File: config.mk
export PLATFORM = sky130hd
export DESIGN_NAME = motor_board_register_model_unit
export DESIGN_NICKNAME = d
export VERILOG_FILES = /design/src/sv/mbr_pkg.sv /design/src/sv/motor_board_register_model_unit.sv /design/src/sv/mbr_cfg.sv /design/src/sv/mbr_regfile.sv
export SDC_FILE = /design/constraint.sdc
export NUM_CORES = 2
export LEC_CHECK = 0
export ABC_AREA = 1
export BUFFER_PORTS_ARGS = -buffer_cell sky130_fd_sc_hd__buf_2
export CAP_MARGIN = 20
export CELL_PAD_IN_SITES_DETAIL_PLACEMENT = 1
export CELL_PAD_IN_SITES_GLOBAL_PLACEMENT = 2
export CORE_AREA = 8 8 440 442
export CTS_BUF_LIST = sky130_fd_sc_hd__clkbuf_8
export CTS_CLUSTER_DIAMETER = 150
export DETAILED_ROUTE_END_ITERATION = 7
export DIE_AREA = 0 0 448 450
export PLACE_DENSITY_LB_ADDON = 0.1
export SLEW_MARGIN = 15
export SYNTH_ARGS = -nofsm -noshare
export SYNTH_HDL_FRONTEND = slang
export SYNTH_SLANG_ARGS = --single-unit
File: constraint.sdc
create_clock -name clk -period 6.8 [get_ports clk]
set_input_delay 1.36 -clock clk [delete_from_list [all_inputs] [get_ports clk]]
set_output_delay 1.36 -clock clk [all_outputs]
set_load 0.005 [all_outputs]
File: src/sv/mbr_pkg.sv
// ----------------------------------------------------------------------------
// mbr_pkg
// Shared types and constants of the motor board register model.
// ----------------------------------------------------------------------------
package mbr_pkg;

  localparam int DefMotorCount = 4;
  localparam int WordCount = 32;
  localparam int AddrW = 5;
  localparam int WordW = 16;

  localparam logic [AddrW-1:0] WORDS_PER_MOTOR = 5'd6;
  localparam logic [AddrW-1:0] TOTAL_WORD = 5'd24;
  localparam logic [AddrW-1:0] ARMED_WORD = 5'd28;

  // Item kinds carried in tuser
  typedef enum logic [1:0] {
    MODE_READ    = 2'd0,
    MODE_WRITE   = 2'd1,
    MODE_TICK    = 2'd2,
    MODE_REFRESH = 2'd3
  } mbr_mode_t;

  // Configuration register indexes
  localparam logic [7:0] CFG_LAG_GAIN  = 8'd0;
  localparam logic [7:0] CFG_SNAP      = 8'd1;
  localparam logic [7:0] CFG_AMPS      = 8'd2;
  localparam logic [7:0] CFG_BATTERY   = 8'd3;

  localparam logic [15:0] RST_LAG_GAIN = 16'd16384;
  localparam logic [15:0] RST_SNAP     = 16'd655;
  localparam logic [15:0] RST_AMPS     = 16'd3277;
  localparam logic [31:0] RST_BATTERY  = 32'd1572864;

  typedef struct packed {
    logic [15:0] lag_gain;
    logic [15:0] snap_threshold;
    logic [15:0] amps_per_rps;
    logic [31:0] battery_voltage;
  } mbr_cfg_t;

  // One write port and one read port of the register file
  typedef struct packed {
    logic             we;
    logic [AddrW-1:0] waddr;
    logic [WordW-1:0] wdata;
    logic [AddrW-1:0] raddr;
  } mbr_mem_req_t;

endpackage

File: src/sv/motor_board_register_model_unit.sv
// ----------------------------------------------------------------------------
// motor_board_register_model_unit
// Register map of a four-motor drive board with a lag model of the motors.
// ----------------------------------------------------------------------------
// Input words arrive on s_t*: tuser is the item kind (read, write, tick,
// refresh), tdata the word address and write word. Every item gives exactly
// one word on m_t*: the addressed word for a read, zero otherwise.
// Configuration registers are written on cfg_valid/cfg_index/cfg_data,
// always ready, and are meant to change only while the block is idle.
// One item is in work at a time, all register words live in a single-port-write,
// single-port-read register file. A tick or refresh walks each motor's words
// through the one read port and the one write port, with two shared multiplies
// per motor, then writes the four status words.
// A finished word waits in the output register while the next item is
// accepted; if the receiver stalls, the block holds its next result until
// the output register frees up. Reset clears all words to zero (through
// per-word valid bits, no clearing pass) and restores register defaults.
// ----------------------------------------------------------------------------
module motor_board_register_model_unit import mbr_pkg::*; #(
  parameter int MOTOR_COUNT = DefMotorCount
) (
  input  logic        clk,
  input  logic        rst,
  // stream in
  input  logic        s_tvalid,
  output logic        s_tready,
  input  logic [23:0] s_tdata,   // [4:0] reg_addr, [20:5] write_data, [23:21] zero
  input  logic [1:0]  s_tuser,   // [1:0] mode
  // stream out
  output logic        m_tvalid,
  input  logic        m_tready,
  output logic [15:0] m_tdata,   // [15:0] read_data
  // configuration
  input  logic        cfg_valid,
  output logic        cfg_ready,
  input  logic [7:0]  cfg_index,
  input  logic [31:0] cfg_data
);

  typedef enum logic [4:0] {
    S_IDLE, S_READ, S_ARM, S_RHI, S_RLO, S_DIFF, S_MUL1, S_MOVE, S_SNAP,
    S_MUL2, S_WSLO, S_WCHI, S_WCLO, S_WT0, S_WT1, S_WT2, S_WT3, S_DONE
  } state_t;

  localparam logic [1:0] LAST_MOTOR = 2'(MOTOR_COUNT - 1);

  state_t           state;
  mbr_cfg_t         cfg;
  mbr_mem_req_t     req;
  logic [WordW-1:0] rdata;

  logic [1:0]       motor;
  logic             moving;
  logic             armed;
  logic [15:0]      setp;
  logic [15:0]      spd_hi;
  logic [31:0]      speed;
  logic [31:0]      target;
  logic [31:0]      delta;
  logic             up;
  logic [31:0]      step;
  logic [31:0]      cur;
  logic [33:0]      total;
  logic [15:0]      result;

  logic [AddrW-1:0] base;
  logic             in_acc;
  mbr_mode_t        mode;
  logic [AddrW-1:0] in_addr;
  logic [15:0]      in_data;
  logic [31:0]      speed_v;
  logic [31:0]      target_v;
  logic [31:0]      snap_d;
  logic [47:0]      prod1;
  logic [47:0]      prod2;
  logic [31:0]      total_sat;

  mbr_cfg u_cfg (
    .clk       (clk),
    .rst       (rst),
    .cfg_valid (cfg_valid),
    .cfg_ready (cfg_ready),
    .cfg_index (cfg_index),
    .cfg_data  (cfg_data),
    .cfg       (cfg)
  );

  mbr_regfile u_regfile (
    .clk   (clk),
    .rst   (rst),
    .req   (req),
    .rdata (rdata)
  );

  assign s_tready = (state == S_IDLE);
  assign in_acc   = s_tvalid && s_tready;
  assign mode     = mbr_mode_t'(s_tuser);
  assign in_addr  = s_tdata[4:0];
  assign in_data  = s_tdata[20:5];

  assign base      = 5'(motor) * WORDS_PER_MOTOR;
  assign speed_v   = {spd_hi, rdata};
  assign target_v  = armed ? {setp, 16'd0} : 32'd0;
  assign snap_d    = (speed >= target) ? (speed - target) : (target - speed);
  assign prod1     = 48'(delta) * 48'(cfg.lag_gain);
  assign prod2     = 48'(speed) * 48'(cfg.amps_per_rps);
  assign total_sat = (total[33:32] != 2'd0) ? 32'hFFFF_FFFF : total[31:0];

  // Memory port per state
  always_comb begin
    req = '0;
    unique case (state)
      S_IDLE: begin
        req.we    = in_acc && (mode == MODE_WRITE);
        req.waddr = in_addr;
        req.wdata = in_data;
        req.raddr = (mode == MODE_READ) ? in_addr : ARMED_WORD;
      end
      S_ARM: req.raddr = base;
      S_RHI: req.raddr = base + 5'd2;
      S_RLO: req.raddr = base + 5'd3;
      S_MUL2: begin
        req.we    = 1'b1;
        req.waddr = base + 5'd2;
        req.wdata = speed[31:16];
      end
      S_WSLO: begin
        req.we    = 1'b1;
        req.waddr = base + 5'd3;
        req.wdata = speed[15:0];
      end
      S_WCHI: begin
        req.we    = 1'b1;
        req.waddr = base + 5'd4;
        req.wdata = cur[31:16];
      end
      S_WCLO: begin
        req.we    = 1'b1;
        req.waddr = base + 5'd5;
        req.wdata = cur[15:0];
        req.raddr = base + WORDS_PER_MOTOR;
      end
      S_WT0: begin
        req.we    = 1'b1;
        req.waddr = TOTAL_WORD;
        req.wdata = total_sat[31:16];
      end
      S_WT1: begin
        req.we    = 1'b1;
        req.waddr = TOTAL_WORD + 5'd1;
        req.wdata = total_sat[15:0];
      end
      S_WT2: begin
        req.we    = 1'b1;
        req.waddr = TOTAL_WORD + 5'd2;
        req.wdata = cfg.battery_voltage[31:16];
      end
      S_WT3: begin
        req.we    = 1'b1;
        req.waddr = TOTAL_WORD + 5'd3;
        req.wdata = cfg.battery_voltage[15:0];
      end
      default: ;
    endcase
  end

  // Sequencer and datapath registers
  always_ff @(posedge clk) begin
    if (rst) begin
      state    <= S_IDLE;
      m_tvalid <= 1'b0;
      motor    <= 2'd0;
    end else begin
      if (m_tvalid && m_tready && (state != S_DONE)) begin
        m_tvalid <= 1'b0;
      end
      unique case (state)
        S_IDLE: begin
          if (in_acc) begin
            motor  <= 2'd0;
            total  <= '0;
            moving <= (mode == MODE_TICK);
            result <= '0;
            unique case (mode)
              MODE_READ:  state <= S_READ;
              MODE_WRITE: state <= S_DONE;
              default:    state <= S_ARM;
            endcase
          end
        end
        S_READ: begin
          result <= rdata;
          state  <= S_DONE;
        end
        S_ARM: begin
          armed <= (rdata != '0);
          state <= S_RHI;
        end
        S_RHI: begin
          setp  <= rdata;
          state <= S_RLO;
        end
        S_RLO: begin
          spd_hi <= rdata;
          state  <= S_DIFF;
        end
        // Distance and direction toward the target
        S_DIFF: begin
          speed  <= speed_v;
          target <= target_v;
          up     <= (target_v >= speed_v);
          delta  <= (target_v >= speed_v) ? (target_v - speed_v) : (speed_v - target_v);
          state  <= S_MUL1;
        end
        S_MUL1: begin
          step  <= moving ? prod1[47:16] : 32'd0;
          state <= S_MOVE;
        end
        S_MOVE: begin
          speed <= up ? (speed + step) : (speed - step);
          state <= S_SNAP;
        end
        S_SNAP: begin
          if (snap_d < 32'(cfg.snap_threshold)) begin
            speed <= target;
          end
          state <= S_MUL2;
        end
        S_MUL2: begin
          cur   <= prod2[47:16];
          state <= S_WSLO;
        end
        S_WSLO: begin
          total <= total + 34'(cur);
          state <= S_WCHI;
        end
        S_WCHI: state <= S_WCLO;
        S_WCLO: begin
          if (motor == LAST_MOTOR) begin
            state <= S_WT0;
          end else begin
            motor <= motor + 2'd1;
            state <= S_RHI;
          end
        end
        S_WT0: state <= S_WT1;
        S_WT1: state <= S_WT2;
        S_WT2: state <= S_WT3;
        S_WT3: state <= S_DONE;
        // Hand the word to the output register once it is free
        S_DONE: begin
          if (!m_tvalid || m_tready) begin
            m_tvalid <= 1'b1;
            m_tdata  <= result;
            state    <= S_IDLE;
          end
        end
        default: state <= S_IDLE;
      endcase
    end
  end

endmodule

File: src/sv/mbr_cfg.sv
// ----------------------------------------------------------------------------
// mbr_cfg
// Configuration registers: decode the write channel and hold the values.
// ----------------------------------------------------------------------------
module mbr_cfg import mbr_pkg::*; (
  input  logic        clk,
  input  logic        rst,
  input  logic        cfg_valid,
  output logic        cfg_ready,
  input  logic [7:0]  cfg_index,
  input  logic [31:0] cfg_data,
  output mbr_cfg_t    cfg
);

  assign cfg_ready = 1'b1;

  // Load the addressed register; drop unknown indexes
  always_ff @(posedge clk) begin
    if (rst) begin
      cfg.lag_gain        <= RST_LAG_GAIN;
      cfg.snap_threshold  <= RST_SNAP;
      cfg.amps_per_rps    <= RST_AMPS;
      cfg.battery_voltage <= RST_BATTERY;
    end else if (cfg_valid) begin
      unique case (cfg_index)
        CFG_LAG_GAIN: cfg.lag_gain        <= cfg_data[15:0];
        CFG_SNAP:     cfg.snap_threshold  <= cfg_data[15:0];
        CFG_AMPS:     cfg.amps_per_rps    <= cfg_data[15:0];
        CFG_BATTERY:  cfg.battery_voltage <= cfg_data;
        default: ;
      endcase
    end
  end

endmodule

File: src/sv/mbr_regfile.sv
// ----------------------------------------------------------------------------
// mbr_regfile
// 32-word register file: synchronous memory with a registered read and a
// valid bit per word so that words never written read as zero.
// ----------------------------------------------------------------------------
module mbr_regfile import mbr_pkg::*; (
  input  logic             clk,
  input  logic             rst,
  input  mbr_mem_req_t     req,
  output logic [WordW-1:0] rdata
);

  logic [WordW-1:0] mem [WordCount];
  logic [WordCount-1:0] valid;
  logic [WordW-1:0] q;
  logic             q_valid;

  // Write port and registered read port
  always_ff @(posedge clk) begin
    if (req.we) begin
      mem[req.waddr] <= req.wdata;
    end
    q <= mem[req.raddr];
  end

  // Track written words
  always_ff @(posedge clk) begin
    if (rst) begin
      valid   <= '0;
      q_valid <= 1'b0;
    end else begin
      q_valid <= valid[req.raddr];
      if (req.we) begin
        valid[req.waddr] <= 1'b1;
      end
    end
  end

  assign rdata = q_valid ? q : '0;

endmodule

Word level (Yosys, flattened, before mapping)
Memories as Yosys holds them, arrays and structs flattened. A register that Yosys moved wholly into a read port is not among the register bits.
Cells that the tools add are included.
{"block": "word_totals", "register_bits": 382, "latch_bits": 0, "ram_bits": 512, "rom_bits": 0, "in_bits": 71, "output_inout_bits": 19, "mem_count": 1}
{"block": "op_classes", "addsub": 13, "n_mul": 3, "div_mod_pow": 0, "n_lt_le_gt_ge": 6, "n_eq_ne": 28, "n_shift": 0, "n_mux": 32, "bitwise": 2, "n_reduce_logical": 34}
{"memory": "u_regfile.mem", "depth": 32, "width": 16, "rd": 1, "rd_clocked_by_memory_dff": 1, "wr": 1, "line_no": "mbr_regfile.sv:13", "source": "logic [WordW-1:0] mem [WordCount];"}
{"cell": "$pmux W22 S9", "n": 1}
{"cell": "$mux W32", "n": 6}
{"cell": "$sub A32 B32 Y32", "n": 5}
{"cell": "$mul A32 B16 Y48", "n": 2}
{"cell": "$pmux W32 S3", "n": 1}
{"cell": "$pmux W5 S17", "n": 1}
{"cell": "$pmux W34 S2", "n": 1}
{"cell": "$ge A32 B32 Y1", "n": 2}
{"cell": "$eq A5 B4 Y1 const B", "n": 8}
{"cell": "$add A34 B32 Y34", "n": 1}
{"cell": "$mux W34", "n": 1}
{"cell": "$add A32 B32 Y32", "n": 1}
{"cell": "$lt A32 B16 Y1", "n": 1}
{"cell": "$mux W16", "n": 2}
{"cell": "$or A32 B32 Y32", "n": 1}
{"cell": "$pmux W16 S2", "n": 1}
{"cell": "$pmux W5 S5", "n": 1}
{"cell": "$reduce_and A2 Y1", "n": 11}
{"cell": "$eq A5 B3 Y1 const B", "n": 4}
{"cell": "$reduce_and A3 Y1", "n": 6}
{"cell": "$eq A8 B2 Y1 const B", "n": 2}
{"cell": "$reduce_bool A16 Y1", "n": 1}
{"cell": "$add A5 B3 Y5 const B", "n": 3}
{"cell": "$mux W5", "n": 3}
{"cell": "other kinds (31)", "n": 52}

Depth between registers and ports, before layout
{"block": "logic_depth", "ltp_word": 9, "mapped_depth": 30}

Modules after synthesis
A second synthesis with hierarchy kept.
{"block": "hier_totals", "hier_cells": 9537, "hier_area_um2": 78859.4}
{"mod": "motor_board_register_model_unit", "instances": 1, "cells_each": 7077, "area_each_um2": 53005.8, "seq_area_each_um2": 7517.2}
{"mod": "mbr_regfile", "instances": 1, "cells_each": 1988, "area_each_um2": 22471.6, "seq_area_each_um2": 16355.7}
{"mod": "mbr_cfg", "instances": 1, "cells_each": 472, "area_each_um2": 3382.0, "seq_area_each_um2": 1601.5}

Worst setup path before layout
Ideal clock, no wire load.
{"block": "synth_timing", "path_type": "register to register", "from": "register speed[17]", "to": "register cur[16], data pin", "arrival_time_ns": 5.686, "required_ns": 6.540, "setup_slack_ns": 0.854, "stages_incl_launch_ff": 24, "path_cell_list": "edfxtp_1 -> clkbuf_1 -> clkbuf_1 -> nand2_1 -> fa_1 -> fa_1 -> fa_1 -> inv_1 -> fa_1 -> fa_1 -> inv_1 -> fa_1 -> inv_1 -> ha_1 -> nand2_1 -> nor2_1 -> inv_1 -> nor2_1 -> inv_1 -> nor4_1 -> a21oi_1 -> o21ai_0 -> a21oi_1 -> xnor2_1"}
{"block": "synth_between", "elab_chain_len": 1}
{"element": "from (decl)", "line_no": "motor_board_register_model_unit.sv:57", "source": "logic [31:0] speed;"}
{"element": "from (signal assigned)", "line_no": "motor_board_register_model_unit.sv:209", "source": "speed <= speed_v;"}
{"element": "from (signal assigned)", "line_no": "motor_board_register_model_unit.sv:220", "source": "speed <= up ? (speed + step) : (speed - step);"}
{"element": "from (signal assigned)", "line_no": "motor_board_register_model_unit.sv:225", "source": "speed <= target;"}
{"element": "$mul A32 B16 Y48", "line_no": "motor_board_register_model_unit.sv:106", "source": "assign prod2 = 48'(speed) * 48'(cfg.amps_per_rps);"}
{"element": "net prod2[32]", "line_no": "motor_board_register_model_unit.sv:75", "source": "logic [47:0] prod2;"}
{"element": "to (signal assigned)", "line_no": "motor_board_register_model_unit.sv:230", "source": "cur <= prod2[47:16];"}
{"element": "to (decl)", "line_no": "motor_board_register_model_unit.sv:62", "source": "logic [31:0] cur;"}
The timed path passes the listed nets, and every way through them passes these cells.
A chain may end at the register's enable or synchronous reset.

Worst setup path after layout
{"block": "layout_timing", "from": "register speed[15]", "to": "register cur[23], data pin"}
Same word-level chain as after synthesis.

==> results.py <==
metrics = {
    "status": {
        "outcome": "finished clean",
    },
    "logic_synthesis": {
        "synth_nets": 10310,
        "synth-edff-count": 757,
        "ys_top_cells_by_area": "edfxtp_1 (29%), fa_1 (22%), inv_1 (9.0%), nand2_1 (8.9%), ha_1 (6.1%)",
        "avgSynthCellArea_sq_um": 8.621,
        "ys_ff_latch": 894,
        "syn_area_sq_um": 77760,
        "seq_area_frac_synth": 0.3276,
        "synth_cell_types": 64,
        "synth_flop_cell": "edfxtp_1",
        "ys_warn_count": 0,
        "synth_top_area_frac": 0.2923,
        "synthCells": 9019,
        "synthArstFlopShare": 0,
        "yosysMostFrequentCell": "inv_1",
        "synth_top_area_cell": "edfxtp_1",
        "ys_top_cells_by_count": "inv_1 (1,861), nand2_1 (1,850), fa_1 (838)",
    },
    "grt": {
        "grt_overflow_total": 0,
        "grt_max_degree": 138,
        "grtUsageTotal": 0.2648,
        "antenna_found_initial": 11,
        "grt_pass1_vias": 66870,
        "grt_pass1_wl_um": 410600,
    },
    "setup_path": {
        "critPathSlowestCell": "edfxtp_1",
        "cp-end-kind": "register",
        "path_delay_family": "adder cells",
        "slowest_delay_ps": 750,
        "worstPathRequired_ps": 7430,
        "arrival_ps": 7170,
        "crit_buf_inv": 7,
        "crit_type": "register to register",
        "cp_cell_sequence": "buf_4, nand2_1, inv_1, fa_1, inv_1, fa_1, fa_1, inv_1, fa_1, fa_1, inv_1, fa_1, inv_1, ha_1, a21oi_1, inv_1, a31oi_1, o21ai_0, a211oi_1, nand2_1, a21oi_1, xnor2_1",
        "critPathMaxFanout": 12,
        "start_kind": "register",
    },
    "final_layout": {
        "post-route-util": 0.4576,
        "nFillCells": 22080,
        "drive_gt1_frac": 0.08437,
        "final_area_sq_um": 85380,
        "areaGrowthSynthToFinish_pct": 9.809,
        "fin_nets": 10400,
    },
    "die": {
        "core_sq_um": 186600,
        "die_width_um": 448,
        "start_util": 0.4167,
        "die_area_sq_um": 201600,
        "ios": 90,
        "dieHeight_um": 450,
        "num_rows": 159,
    },
    "timing": {
        "finalClockSkew_ps": 70.65,
        "timing.final.crit_share": 0.9615,
        "fin_setup_tns_ps": 0,
        "fmax_mhz": 152.9,
        "hold_violations": 0,
        "finalSetupViolCount": 0,
        "drv_slew": 0,
        "grt_setup_unrepaired": "no",
        "timing.slew.headroom": 0.2630,
        "tightest_slew_ps": 1103,
        "fin_crit_ps": 6538,
    },
    "pwr": {
        "total_power_mw": 19.22,
        "power_density_nw_per_um2": 225.1,
        "leakagePower_nw": 40.36,
        "ir_drop_mv": 0.2951,
    },
    "worst_hold_path": {
        "hold_class": "register to register",
    },
    "flow_run": {
        "cap_violations": 0,
    },
    "cts": {
        "clkLatencyLatePin_ps": 920,
        "cts_max_path_buffers": 3,
        "cts_sinks": 894,
        "cts_max_level": 4,
        "cts_made_buffers": 152,
        "cts.clk_slew.worst_paths_ps": 60,
        "cts_hold_buf": 0,
        "cts_tree": "built",
        "root_buffer": "clkbuf_8",
    },
    "routing": {
        "viasPerCell": 5.273,
        "post_drt_wl_per_cell_um": 22.97,
        "drt-total-wl_um": 269500,
        "ant_nets": 0,
        "post-route-drc-count": 0,
        "drt-initial-drc-count": 3641,
        "num_vias": 61870,
        "dr.pass1.iters": 8,
    },
    "place": {
        "io_buffers": 85,
        "place_hpwl_um": 208800,
        "gp_congestion": 0.8915,
        "placed_area_sq_um": 82160,
    },
}
[cells by family (layout without fill, tap and decap cells)]
kind of cell | after synthesis | count (layout) | share of synthesized area
and+or+nand+nor | 3084 | 3084 | 0.1612
buffers and inverters | 2326 | 2540 | 0.1147
AOI/OAI and AO/OA | 1365 | 1365 | 0.1047
adders and majority gates | 1218 | 1218 | 0.2769
DFF | 894 | 894 | 0.3276
xor gates and xnor gates | 130 | 130 | 0.01464
other | 1 | 6 | 0.00004823
muxes | 1 | 1 | 0.0001287
[power by group]
group          switching (mW)  internal, mW
clock network            2.44          2.34
logic                    5.38          2.04
registers               0.142          6.87
total                    7.97          11.2
[metal layers]
| layer | GRT usage | wire length (um) |
|---|---|---|
| met1 | 0.3530 | 118700 |
| met3 | 0.03146 | 10960 |
| met4 | 0.07910 | 8214 |
| met2 | 0.4531 | 131600 |
| met5 | 0 | 11 |
[per-stage QoR]
step / hold WS (ps) / cells / worst slack, ps
6_report: 418.0 / 11730 / 261.6
5_1_grt: 420.8 / 11730 / 2.314
4_1_cts: 422.1 / 11710 / 201.1
3_5_place_dp: 407.9 / 11430 / 248.6
3_3_place_gp: 412.8 / 11430 / 238.6
2_1_floorplan: 400.3 / 9019 / 853.8
[state kept, by name, indices dropped and copies added (netlist names), 32 cells and up]
signal / count
total: 34
cur: 32
u_cfg.cfg: 80
step: 32
u_regfile.valid: 32
u_regfile.mem: 512
delta: 32
speed: 32
[final timing paths]
kind                   from         end  slack (ps)  cells after the start
setup / recovery  speed[15]     cur[23]         260                     22
hold / removal    result[0]  m_tdata[0]         420                      0
setup reg to reg  speed[15]     cur[23]         260                     22
hold reg to reg   result[0]  m_tdata[0]         420                      0
[area by class of cell]
class | count | area [sq um] | area share
Multi-Input combinational cell | 5799 | 43490 | 0.5094
Sequential cell | 894 | 25480 | 0.2984
Clock inverter | 123 | 763.2 | 0.008939
Antenna cell | 5 | 12.51 | 0.0001465
Timing Repair Buffer | 372 | 3249 | 0.03806
Tap cell | 2495 | 3122 | 0.03656
Clock buffer | 158 | 2175 | 0.02547
Inverter | 1887 | 7091 | 0.08304
[layout by cell type (no fill, tap or decap), types with 11 or more instances in the layout]
cell type / synthesis / final
a211oi_1: 11 / 11
a21o_1: 18 / 18
a21oi_1: 392 / 389
a221oi_1: 24 / 24
a31oi_1: 40 / 40
buf_12: 0 / 52
buf_2: 61 / 85
buf_4: 16 / 232
clkbuf_8: 0 / 158
clkinv_1: 5 / 32
clkinv_2: 0 / 18
dfxtp_1: 137 / 135
edfxtp_1: 757 / 757
fa_1: 838 / 838
ha_1: 380 / 380
inv_1: 1861 / 1916
inv_2: 20 / 20
nand2_1: 1850 / 1850
nand3_1: 229 / 229
nand4_1: 33 / 33
nor2_1: 731 / 717
nor2_2: 8 / 19
nor3_1: 47 / 45
nor4_1: 15 / 15
o211ai_1: 294 / 294
o21a_1: 45 / 45
o21ai_0: 447 / 447
o21bai_1: 15 / 15
o22ai_1: 21 / 21
or2_2: 139 / 139
xnor2_1: 37 / 37
xor2_1: 93 / 93
[repair_timing]
item	CTS	global route
setup buffers	0	13
endpoints found under the setup margin	0	14
resized for setup	0	2
Note: power is estimated with default switching activity, not from simulation.
